File: src/sv/bpa_pkg.sv
// ----------------------------------------------------------------------------
// bpa_pkg: shared definitions for the bitmap page allocator
// Sizes of the block map and owner table, result codes and beat formats.
// ----------------------------------------------------------------------------
package bpa_pkg;

  localparam int unsigned PAGE_BYTES  = 1024;
  localparam int unsigned PAGE_SHIFT  = $clog2(PAGE_BYTES);
  localparam logic [15:0] PAGE_MASK   = 16'(PAGE_BYTES - 1);
  localparam int unsigned MAP_SIDE    = 8;
  localparam int unsigned NBLOCKS     = MAP_SIDE * MAP_SIDE;
  localparam int unsigned BLK_W       = 6;
  localparam int unsigned PAGE_LIMIT  = 8;
  localparam int unsigned PAGE_W      = 3;
  localparam int unsigned COUNT_W     = 4;
  localparam int unsigned OWNER_SLOTS = 8;
  localparam int unsigned SLOT_W      = 3;
  localparam int unsigned FREE_W      = 7;
  localparam int unsigned RAM_DEPTH   = OWNER_SLOTS * PAGE_LIMIT;
  localparam int unsigned RAM_AW      = $clog2(RAM_DEPTH);
  localparam logic [3:0]  MAXP_RESET  = 4'd8;

  typedef enum logic [2:0] {
    ST_OK         = 3'd0,
    ST_TOO_BIG    = 3'd1,
    ST_NO_SPACE   = 3'd2,
    ST_NOT_FOUND  = 3'd3,
    ST_TABLE_FULL = 3'd4,
    ST_ZERO_SIZE  = 3'd5
  } status_e;

  typedef enum logic {
    OP_ALLOC = 1'b0,
    OP_FREE  = 1'b1
  } op_e;

  typedef struct packed {
    op_e         operation;
    logic [15:0] owner_id;
    logic [15:0] size_bytes;
  } req_t;

  typedef struct packed {
    status_e     status;
    logic [2:0]  page_index;
    logic [5:0]  block_number;
    logic        last;
    logic [6:0]  free_count;
  } rsp_t;

endpackage

File: src/sv/bpa_ram.sv
// ----------------------------------------------------------------------------
// bpa_ram: generic simple dual-port RAM
// One write port and one read port with registered read data.
// ----------------------------------------------------------------------------
module bpa_ram #(
  parameter int unsigned WIDTH = 6,
  parameter int unsigned DEPTH = 64
) (
  input  logic                     clk_i,
  input  logic                     we_i,
  input  logic [$clog2(DEPTH)-1:0] waddr_i,
  input  logic [WIDTH-1:0]         wdata_i,
  input  logic [$clog2(DEPTH)-1:0] raddr_i,
  output logic [WIDTH-1:0]         rdata_o
);

  logic [WIDTH-1:0] mem_q [DEPTH];
  logic [WIDTH-1:0] rdata_q;

  always_ff @(posedge clk_i) begin
    if (we_i) begin
      mem_q[waddr_i] <= wdata_i;
    end
    rdata_q <= mem_q[raddr_i];
  end

  assign rdata_o = rdata_q;

endmodule

File: src/sv/bitmap_page_allocator_top.sv
// ----------------------------------------------------------------------------
// bitmap_page_allocator_top: block store allocator with per-owner page tables
//
//   channel   direction  handshake              beat
//   cfg       in         cfg_we_i               cfg_data_i (max pages per owner)
//   request   in         in_valid_i/in_ready_o  in_data_i  (bpa_pkg::req_t)
//   result    out        out_valid_o/out_ready_i out_data_o (bpa_pkg::rsp_t)
//
// One request is taken at a time. After the accept cycle the owner table is
// walked one slot per cycle by a single owner-id comparator. An allocation
// then walks the used-bit map one block per cycle, while the result register
// can load, until its last page is granted; a free reads the page table RAM
// and releases one block per page, alternating a read state and a write state.
// Reset empties the map and the owner table at once; no clearing pass.
// A stalled result register holds the sequencer in S_ALLOC and S_RESP until
// the beat is taken.
// ----------------------------------------------------------------------------
module bitmap_page_allocator_top (
  input  logic          clk_i,
  input  logic          rst_ni,
  input  logic          cfg_we_i,
  input  logic [3:0]    cfg_data_i,
  input  logic          in_valid_i,
  output logic          in_ready_o,
  input  bpa_pkg::req_t in_data_i,
  output logic          out_valid_o,
  input  logic          out_ready_i,
  output bpa_pkg::rsp_t out_data_o
);

  typedef enum logic [2:0] {
    S_IDLE,
    S_FIND,
    S_ALLOC,
    S_FREE_RD,
    S_FREE_WR,
    S_RESP
  } state_e;

  state_e                              state_q;
  bpa_pkg::op_e                        op_q;
  logic [15:0]                         id_q;
  logic [bpa_pkg::FREE_W-1:0]          pages_q;
  logic                                pre_err_q;
  bpa_pkg::status_e                    pre_status_q;
  bpa_pkg::status_e                    resp_status_q;
  logic [bpa_pkg::SLOT_W-1:0]          scan_q;
  logic                                hit_q;
  logic [bpa_pkg::SLOT_W-1:0]          hit_slot_q;
  logic                                empty_q;
  logic [bpa_pkg::SLOT_W-1:0]          empty_slot_q;
  logic [bpa_pkg::BLK_W-1:0]           blk_q;
  logic [bpa_pkg::PAGE_W-1:0]          page_q;
  logic                                out_valid_q;
  bpa_pkg::rsp_t                       out_data_q;
  logic [3:0]                          max_q;
  logic [bpa_pkg::FREE_W-1:0]          free_blocks_q;
  logic [bpa_pkg::NBLOCKS-1:0]         block_used_q;
  logic [bpa_pkg::OWNER_SLOTS-1:0]     slot_valid_q;
  logic [15:0]                         slot_owner_q [bpa_pkg::OWNER_SLOTS];
  logic [bpa_pkg::COUNT_W-1:0]         slot_count_q [bpa_pkg::OWNER_SLOTS];

  logic                                can_load;
  logic                                accept;
  logic [bpa_pkg::FREE_W-1:0]          req_pages;
  logic [3:0]                          limit;
  logic                                scan_hit;
  logic                                hit_now;
  logic [bpa_pkg::SLOT_W-1:0]          hit_slot_now;
  logic                                empty_now;
  logic [bpa_pkg::SLOT_W-1:0]          empty_slot_now;
  logic                                scan_end;
  logic                                blk_free;
  logic                                alloc_last;
  logic                                alloc_emit;
  logic                                resp_emit;
  logic                                out_load;
  logic                                free_last;
  logic [bpa_pkg::FREE_W-1:0]          free_after;
  logic [bpa_pkg::RAM_AW-1:0]          ram_waddr;
  logic [bpa_pkg::RAM_AW-1:0]          ram_raddr;
  logic [bpa_pkg::BLK_W-1:0]           ram_rdata;

  assign can_load   = !out_valid_q || out_ready_i;
  assign in_ready_o = (state_q == S_IDLE);
  assign accept     = in_valid_i && in_ready_o;

  // Round the byte count up to whole pages.
  assign req_pages = bpa_pkg::FREE_W'(in_data_i.size_bytes >> bpa_pkg::PAGE_SHIFT)
                   + bpa_pkg::FREE_W'(|(in_data_i.size_bytes & bpa_pkg::PAGE_MASK));
  assign limit = (max_q > 4'(bpa_pkg::PAGE_LIMIT)) ? 4'(bpa_pkg::PAGE_LIMIT) : max_q;

  // Owner table walk: the first matching slot and the first empty slot.
  assign scan_hit       = slot_valid_q[scan_q] && (slot_owner_q[scan_q] == id_q);
  assign hit_now        = hit_q || scan_hit;
  assign hit_slot_now   = hit_q ? hit_slot_q : scan_q;
  assign empty_now      = empty_q || !slot_valid_q[scan_q];
  assign empty_slot_now = empty_q ? empty_slot_q : scan_q;
  assign scan_end       = (scan_q == bpa_pkg::SLOT_W'(bpa_pkg::OWNER_SLOTS - 1));

  assign blk_free   = !block_used_q[blk_q];
  assign alloc_last = (bpa_pkg::FREE_W'(page_q) + 1'b1) == pages_q;
  assign alloc_emit = (state_q == S_ALLOC) && blk_free && can_load;
  assign resp_emit  = (state_q == S_RESP) && can_load;
  assign out_load   = alloc_emit || resp_emit;
  assign free_last  = (bpa_pkg::COUNT_W'(page_q) + 1'b1) == slot_count_q[hit_slot_q];
  assign free_after = free_blocks_q - pages_q;

  assign ram_waddr = bpa_pkg::RAM_AW'(empty_slot_q) * bpa_pkg::RAM_AW'(bpa_pkg::PAGE_LIMIT)
                   + bpa_pkg::RAM_AW'(page_q);
  assign ram_raddr = bpa_pkg::RAM_AW'(hit_slot_q) * bpa_pkg::RAM_AW'(bpa_pkg::PAGE_LIMIT)
                   + bpa_pkg::RAM_AW'(page_q);

  bpa_ram #(
    .WIDTH(bpa_pkg::BLK_W),
    .DEPTH(bpa_pkg::RAM_DEPTH)
  ) u_pages (
    .clk_i  (clk_i),
    .we_i   (alloc_emit),
    .waddr_i(ram_waddr),
    .wdata_i(blk_q),
    .raddr_i(ram_raddr),
    .rdata_o(ram_rdata)
  );

  always_ff @(posedge clk_i or negedge rst_ni) begin
    if (!rst_ni) begin
      state_q       <= S_IDLE;
      out_valid_q   <= 1'b0;
      out_data_q    <= '0;
      max_q         <= bpa_pkg::MAXP_RESET;
      free_blocks_q <= bpa_pkg::FREE_W'(bpa_pkg::NBLOCKS);
      block_used_q  <= '0;
      slot_valid_q  <= '0;
    end else begin
      if (cfg_we_i) begin
        max_q <= cfg_data_i;
      end
      if (out_load) begin
        out_valid_q <= 1'b1;
      end else if (out_ready_i) begin
        out_valid_q <= 1'b0;
      end
      case (state_q)
        S_IDLE: begin
          if (accept) begin
            state_q <= S_FIND;
          end
        end
        S_FIND: begin
          if (scan_end) begin
            if (op_q == bpa_pkg::OP_FREE) begin
              state_q <= hit_now ? S_FREE_RD : S_RESP;
            end else if (pre_err_q || hit_now || !empty_now) begin
              state_q <= S_RESP;
            end else begin
              state_q <= S_ALLOC;
            end
          end
        end
        S_ALLOC: begin
          if (alloc_emit) begin
            block_used_q[blk_q]     <= 1'b1;
            out_data_q.status       <= bpa_pkg::ST_OK;
            out_data_q.page_index   <= page_q;
            out_data_q.block_number <= blk_q;
            out_data_q.last         <= alloc_last;
            out_data_q.free_count   <= free_after;
            if (alloc_last) begin
              slot_valid_q[empty_slot_q] <= 1'b1;
              free_blocks_q              <= free_after;
              state_q                    <= S_IDLE;
            end
          end
        end
        S_FREE_RD: begin
          state_q <= S_FREE_WR;
        end
        S_FREE_WR: begin
          if (block_used_q[ram_rdata]) begin
            block_used_q[ram_rdata] <= 1'b0;
            free_blocks_q           <= free_blocks_q + 1'b1;
          end
          if (free_last) begin
            slot_valid_q[hit_slot_q] <= 1'b0;
            state_q                  <= S_RESP;
          end else begin
            state_q <= S_FREE_RD;
          end
        end
        S_RESP: begin
          if (can_load) begin
            out_data_q.status       <= resp_status_q;
            out_data_q.page_index   <= '0;
            out_data_q.block_number <= '0;
            out_data_q.last         <= 1'b1;
            out_data_q.free_count   <= free_blocks_q;
            state_q                 <= S_IDLE;
          end
        end
        default: begin
          state_q <= S_IDLE;
        end
      endcase
    end
  end

  // Request context and owner table contents.
  always_ff @(posedge clk_i) begin
    case (state_q)
      S_IDLE: begin
        op_q    <= in_data_i.operation;
        id_q    <= in_data_i.owner_id;
        pages_q <= req_pages;
        scan_q  <= '0;
        hit_q   <= 1'b0;
        empty_q <= 1'b0;
        if (in_data_i.size_bytes == 16'd0) begin
          pre_err_q    <= 1'b1;
          pre_status_q <= bpa_pkg::ST_ZERO_SIZE;
        end else if (req_pages > bpa_pkg::FREE_W'(limit)) begin
          pre_err_q    <= 1'b1;
          pre_status_q <= bpa_pkg::ST_TOO_BIG;
        end else if (req_pages > free_blocks_q) begin
          pre_err_q    <= 1'b1;
          pre_status_q <= bpa_pkg::ST_NO_SPACE;
        end else begin
          pre_err_q    <= 1'b0;
          pre_status_q <= bpa_pkg::ST_OK;
        end
      end
      S_FIND: begin
        hit_q        <= hit_now;
        hit_slot_q   <= hit_slot_now;
        empty_q      <= empty_now;
        empty_slot_q <= empty_slot_now;
        scan_q       <= scan_q + 1'b1;
        blk_q        <= '0;
        page_q       <= '0;
        if (op_q == bpa_pkg::OP_FREE) begin
          resp_status_q <= hit_now ? bpa_pkg::ST_OK : bpa_pkg::ST_NOT_FOUND;
        end else if (pre_err_q) begin
          resp_status_q <= pre_status_q;
        end else begin
          resp_status_q <= bpa_pkg::ST_TABLE_FULL;
        end
      end
      S_ALLOC: begin
        if (alloc_emit) begin
          page_q <= page_q + 1'b1;
          blk_q  <= blk_q + 1'b1;
          if (alloc_last) begin
            slot_owner_q[empty_slot_q] <= id_q;
            slot_count_q[empty_slot_q] <= bpa_pkg::COUNT_W'(pages_q);
          end
        end else if (blk_free == 1'b0) begin
          blk_q <= blk_q + 1'b1;
        end
      end
      S_FREE_WR: begin
        page_q <= page_q + 1'b1;
      end
      default: begin
      end
    endcase
  end

  assign out_valid_o = out_valid_q;
  assign out_data_o  = out_data_q;

  // Between requests the free counter agrees with the used-bit map.
  a_free_matches_map: assert property (@(posedge clk_i) disable iff (!rst_ni)
    state_q == S_IDLE |->
      free_blocks_q == bpa_pkg::FREE_W'(bpa_pkg::NBLOCKS - $countones(block_used_q)))
    else $error("free block counter disagrees with the used-bit map");

  // An allocation walk only starts when enough blocks are free to finish it.
  a_alloc_fits: assert property (@(posedge clk_i) disable iff (!rst_ni)
    state_q == S_ALLOC |-> (pages_q <= free_blocks_q) && !pre_err_q)
    else $error("allocation walk running without enough free blocks");

  // The last released page of a free empties the owner's slot.
  a_free_clears_slot: assert property (@(posedge clk_i) disable iff (!rst_ni)
    state_q == S_FREE_WR && free_last |=> !slot_valid_q[hit_slot_q])
    else $error("owner slot still valid after its free completed");

  // Every rejection beat must be marked last; frees also answer with a single, final beat.
  a_error_is_last: assert property (@(posedge clk_i) disable iff (!rst_ni)
    out_valid_o && out_data_o.status != bpa_pkg::ST_OK |-> out_data_o.last)
    else $error("error result beat not marked last");

endmodule
File: config.mk
export PLATFORM = sky130hd
export DESIGN_NAME = bitmap_page_allocator_top
export DESIGN_NICKNAME = d
export VERILOG_FILES = /design/src/sv/bpa_pkg.sv /design/src/sv/bpa_ram.sv /design/src/sv/bitmap_page_allocator_top.sv
export SDC_FILE = /design/constraint.sdc
export NUM_CORES = 1
export LEC_CHECK = 0
export BUFFER_PORTS_ARGS = -buffer_cell sky130_fd_sc_hd__clkbuf_2
export CORE_ASPECT_RATIO = 1.4
export CORE_MARGIN = 10
export CORE_UTILIZATION = 39
export DETAILED_ROUTE_END_ITERATION = 6
export GPL_ROUTABILITY_DRIVEN = 0
export PLACE_DENSITY = 0.55
export RECOVER_POWER = 100
export SLEW_MARGIN = 40
export SYNTH_ARGS = -nofsm -noshare
export SYNTH_HDL_FRONTEND = slang
export SYNTH_SLANG_ARGS = --single-unit
File: constraint.sdc
create_clock -name clk_i -period 5.05 [get_ports clk_i]
set_input_delay 0.505 -clock clk_i [delete_from_list [all_inputs] [get_ports clk_i]]
set_output_delay 0.505 -clock clk_i [all_outputs]
set_load 0.01 [all_outputs]
==> results.cfg <==
[status]
status = complete, but fails checks
violations = max-capacitance violations, max-slew violations

[yosys]
syn_inst = 1934
ys_types = 79
async_reset_ff_share_pct = 15.0
synth_nets = 2001
synth-xor-area-share_pct = 1.13
synth_area_leaders = edfxtp_1 61%, dfrtp_1 9.0%, mux4_2 4.1%
ys_seq_area_share_pct = 70.9
synth_fa_ha_area_share_pct = 1.09
synth-edff-count = 595
synth_top_family_by_area = compound AO/OA/AOI/OAI gates
yosysTopAreaCell = edfxtp_1
synth-simple-area-share_pct = 7.46
synth_top_area_share_pct = 60.9
synth_ff_type = edfxtp_1
ys_seq_elements = 714
netlist_area_mm2 = 0.0293
synth_compound_area_share_pct = 11.2
avgSynthCellArea_um2 = 15.2
yosys_warnings = 0
muxShareOfSynthArea_pct = 6.28

[die]
initial_utilization_pct = 39.5
io_pins = 64
die_area_mm2 = 0.0867
fp.dieH_um = 344
fp.coreArea_mm2 = 0.0743
die_w_um = 252
num_rows = 118

[power_and_ir_drop]
vdd_ir_drop_max_mv = 0.324
p_leak_nw = 10.5
p_per_area_mw_per_mm2 = 554

[sta]
worst_slew_pin_slew_ns = 3.61
layout_worst_path_cycle_share_pct = 88.0
final_max_slew_viol_count = 506
rsz0062_at_grt = no
setup_slack_ns = 0.605
hold_viol_final = 0
setup_tns_ns = 0
fin_skew_ns = 0.0250
relSlewSlack_pct = -141
setup_viol_count_final = 0
fmax_mhz = 225
fin_crit_ns = 4.45

[placement]
io_buffers = 63
place_area_mm2 = 0.0309
place_ws_ns = 1.09
hpwl_um = 49100

[detailed_routing]
initialDrtViolationCount = 1558
routed_wirelength_um = 78700
num_vias = 17834
drcViolationCount = 0
drt_pass1_iterations = 5
wl_per_cell_um = 26.1
antenna_left = 0
viasPerCell = 5.91

[cts]
cts_tree = built
post-cts-setup-buffer-count = 0
clockBufferDepth = 3
path_clk_slew_ns = 0.07
cts_sinks = 714
cts_buffers = 69
clk_latency_ns = 0.62
cts_root_buf = clkbuf_16
cts.htree.levels = 3

[critical_path]
cp-end-kind = register
arrival_ns = 4.94
cp-start-kind = register
crit_fanout = 32
required_ns = 5.55
critPathSlowestCell = clkbuf_1
critical_path.max_stage_delay_ns = 0.72
path_class = register to register
path_cells = clkbuf_1 -> mux2i_1 -> mux4_2 -> a21oi_1 -> nor4_2 -> nand4b_1 -> nor2_4 -> buf_4 -> nand3_1 -> o21ai_0

[cells_and_area]
final_nets = 2072
stdcell_area_mm2 = 0.0329
drive_gt1_share_pct = 13.8
utilization_pct = 44.3
nFillCells = 6513
area_delta_synth_final_pct = 12.1

[grt]
grt_pass1_vias = 18534
gr-total-overflow = 0
grt_max_degree = 65
track_usage_pct = 18.0
antenna_found_initial = 0
grt_pass1_wl_um = 118000

[worst_hold_path]
hold_path_class = input port to register

[flow_run]
max_cap_viol_count = 11
==> state kept, by name, summed over array words and instances (netlist names), 6 cells and up, named ones only <==
signal / count
blk_q: 6
block_used_q: 64
free_blocks_q: 7
id_q: 16
out_data_o: 20
pages_q: 7
slot_count_q: 32
slot_owner_q: 128
slot_valid_q: 8
u_pages.mem_q: 384
u_pages.rdata_o: 6
==> area by class of cell <==
cell class / instances / area, um2 / area share (%)
sequential: 714 / 20800 / 63.2
multi-input combinational: 1080 / 7930 / 24.1
clock buffer: 85 / 1830 / 5.56
tap: 960 / 1200 / 3.65
timing repair buffer: 116 / 699 / 2.13
clock inverter: 38 / 339 / 1.03
inverter: 24 / 90.1 / 0.274
antenna: 1 / 2.50 / 0.00761
==> critical path: cells and delay by family (launching register included) <==
kind | cells | cell delay, ns
muxes | 2 | 0.55
and+or+nand+nor | 4 | 1.64
AOI/OAI and AO/OA | 2 | 0.49
buffers and inverters | 2 | 1.12
DFF | 1 | 0.51
==> final timing paths <==
path	startpoint	end	slack, ns	depth (start not counted)
min in group asynchronous	rst_ni	block_used_q[29]	1.26	2
worst min register to register	free_blocks_q[6]	free_blocks_q[6]	0.49	1
worst max register to register	blk_q[0]	block_used_q[1]	0.60	10
worst min-delay path	in_data_i[22]	id_q[6]	0.07	1
worst max-delay path	blk_q[0]	block_used_q[1]	0.60	10
max in group asynchronous	rst_ni	max_q[0]	1.14	3
==> report_power, final <==
part	internal (W)	total [W]	leakage, nW	switching, W
Clock	0.00284	0.00506	1.07	0.00222
Sequential	0.00738	0.00814	6.61	0.000761
Combinational	0.00177	0.00501	2.85	0.00324
==> what timing repair did <==
action | in CTS | in global routing
endpoints found under the hold margin | 47 | 0
gates resized for setup | 0 | 0
hold buffers | 1 | 0
==> kinds of logic (layout without fill, tap and decap cells) <==
logic type / count (synthesis) / in the layout
flops: 714 / 714
compound gates: 501 / 501
simple gates: 401 / 401
buf+inv: 140 / 263
mux: 115 / 115
xor+xnor: 38 / 38
fa+ha+maj: 25 / 25
other cells: 0 / 1
==> metal layers <==
metal	GRT usage, %	wire length (um)	vias up
met2	31.1	40000	747
li1	-	-	7802
met3	2.52	4590	164
met1	22.2	31100	9121
met4	8.07	2980	0
met5	0	0	-
==> layout by cell type (no fill, tap or decap), drive strengths merged, types with 6 or more instances in the layout <==
cell    Yosys  layout
dfxtp      12      12
edfxtp    595     595
xor2       14      14
xnor2      24      24
a31oi      10      10
or2         6       6
a221oi     24      24
or3        12      12
nand2b     21      21
buf        40      38
nand2      79      79
clkinv      1      27
o211ai      7       7
a22oi     148     148
a21o        6       6
nor4        9       9
nor2      125     125
nand3      29      29
o21ai     192     192
o221ai      9       9
mux4       53      53
a32oi       6       6
nand4      45      45
nor3b       8       8
inv        23      28
nand4b      9       9
a21oi      35      35
o22ai      11      11
ha         24      24
nor2b      10      10
mux2       22      22
mux2i      40      40
a22o       27      27
nand3b     10      10
nor3       12      12
dfrtp     105     105
clkbuf     76     162
==> through the flow <==
stage / hold WS [ns] / total power, W / cells
4_1_cts: 0.0282 / 0.0184 / 3015
6_report: 0.0656 / 0.0182 / 3018
3_5_place_dp: 0.486 / 0.0133 / 2891
5_1_grt: 0.0504 / 0.0190 / 3017
3_3_place_gp: 0.483 / 0.0132 / 2888
2_1_floorplan: 0.209 / 0.0112 / 1934
==> cells in the mapped netlist (11+ instances only) <==
cell,number
buf_2,13
nand2_1,79
a22oi_1,148
clkbuf_1,76
a22o_1,27
nand2b_1,21
edfxtp_1,595
mux2_2,22
dfxtp_1,12
xor2_1,14
o21ai_1,41
o21ai_0,151
a21oi_1,35
dfrtp_1,105
nor3_1,11
a221oi_1,24
nand3_1,24
xnor2_1,24
or3_1,12
mux2i_1,40
o22ai_1,11
inv_1,23
ha_1,24
mux4_2,53
nand4_1,44
buf_1,21
nor2_1,123
No activity file was read; power rests on OpenSTA's default activity.
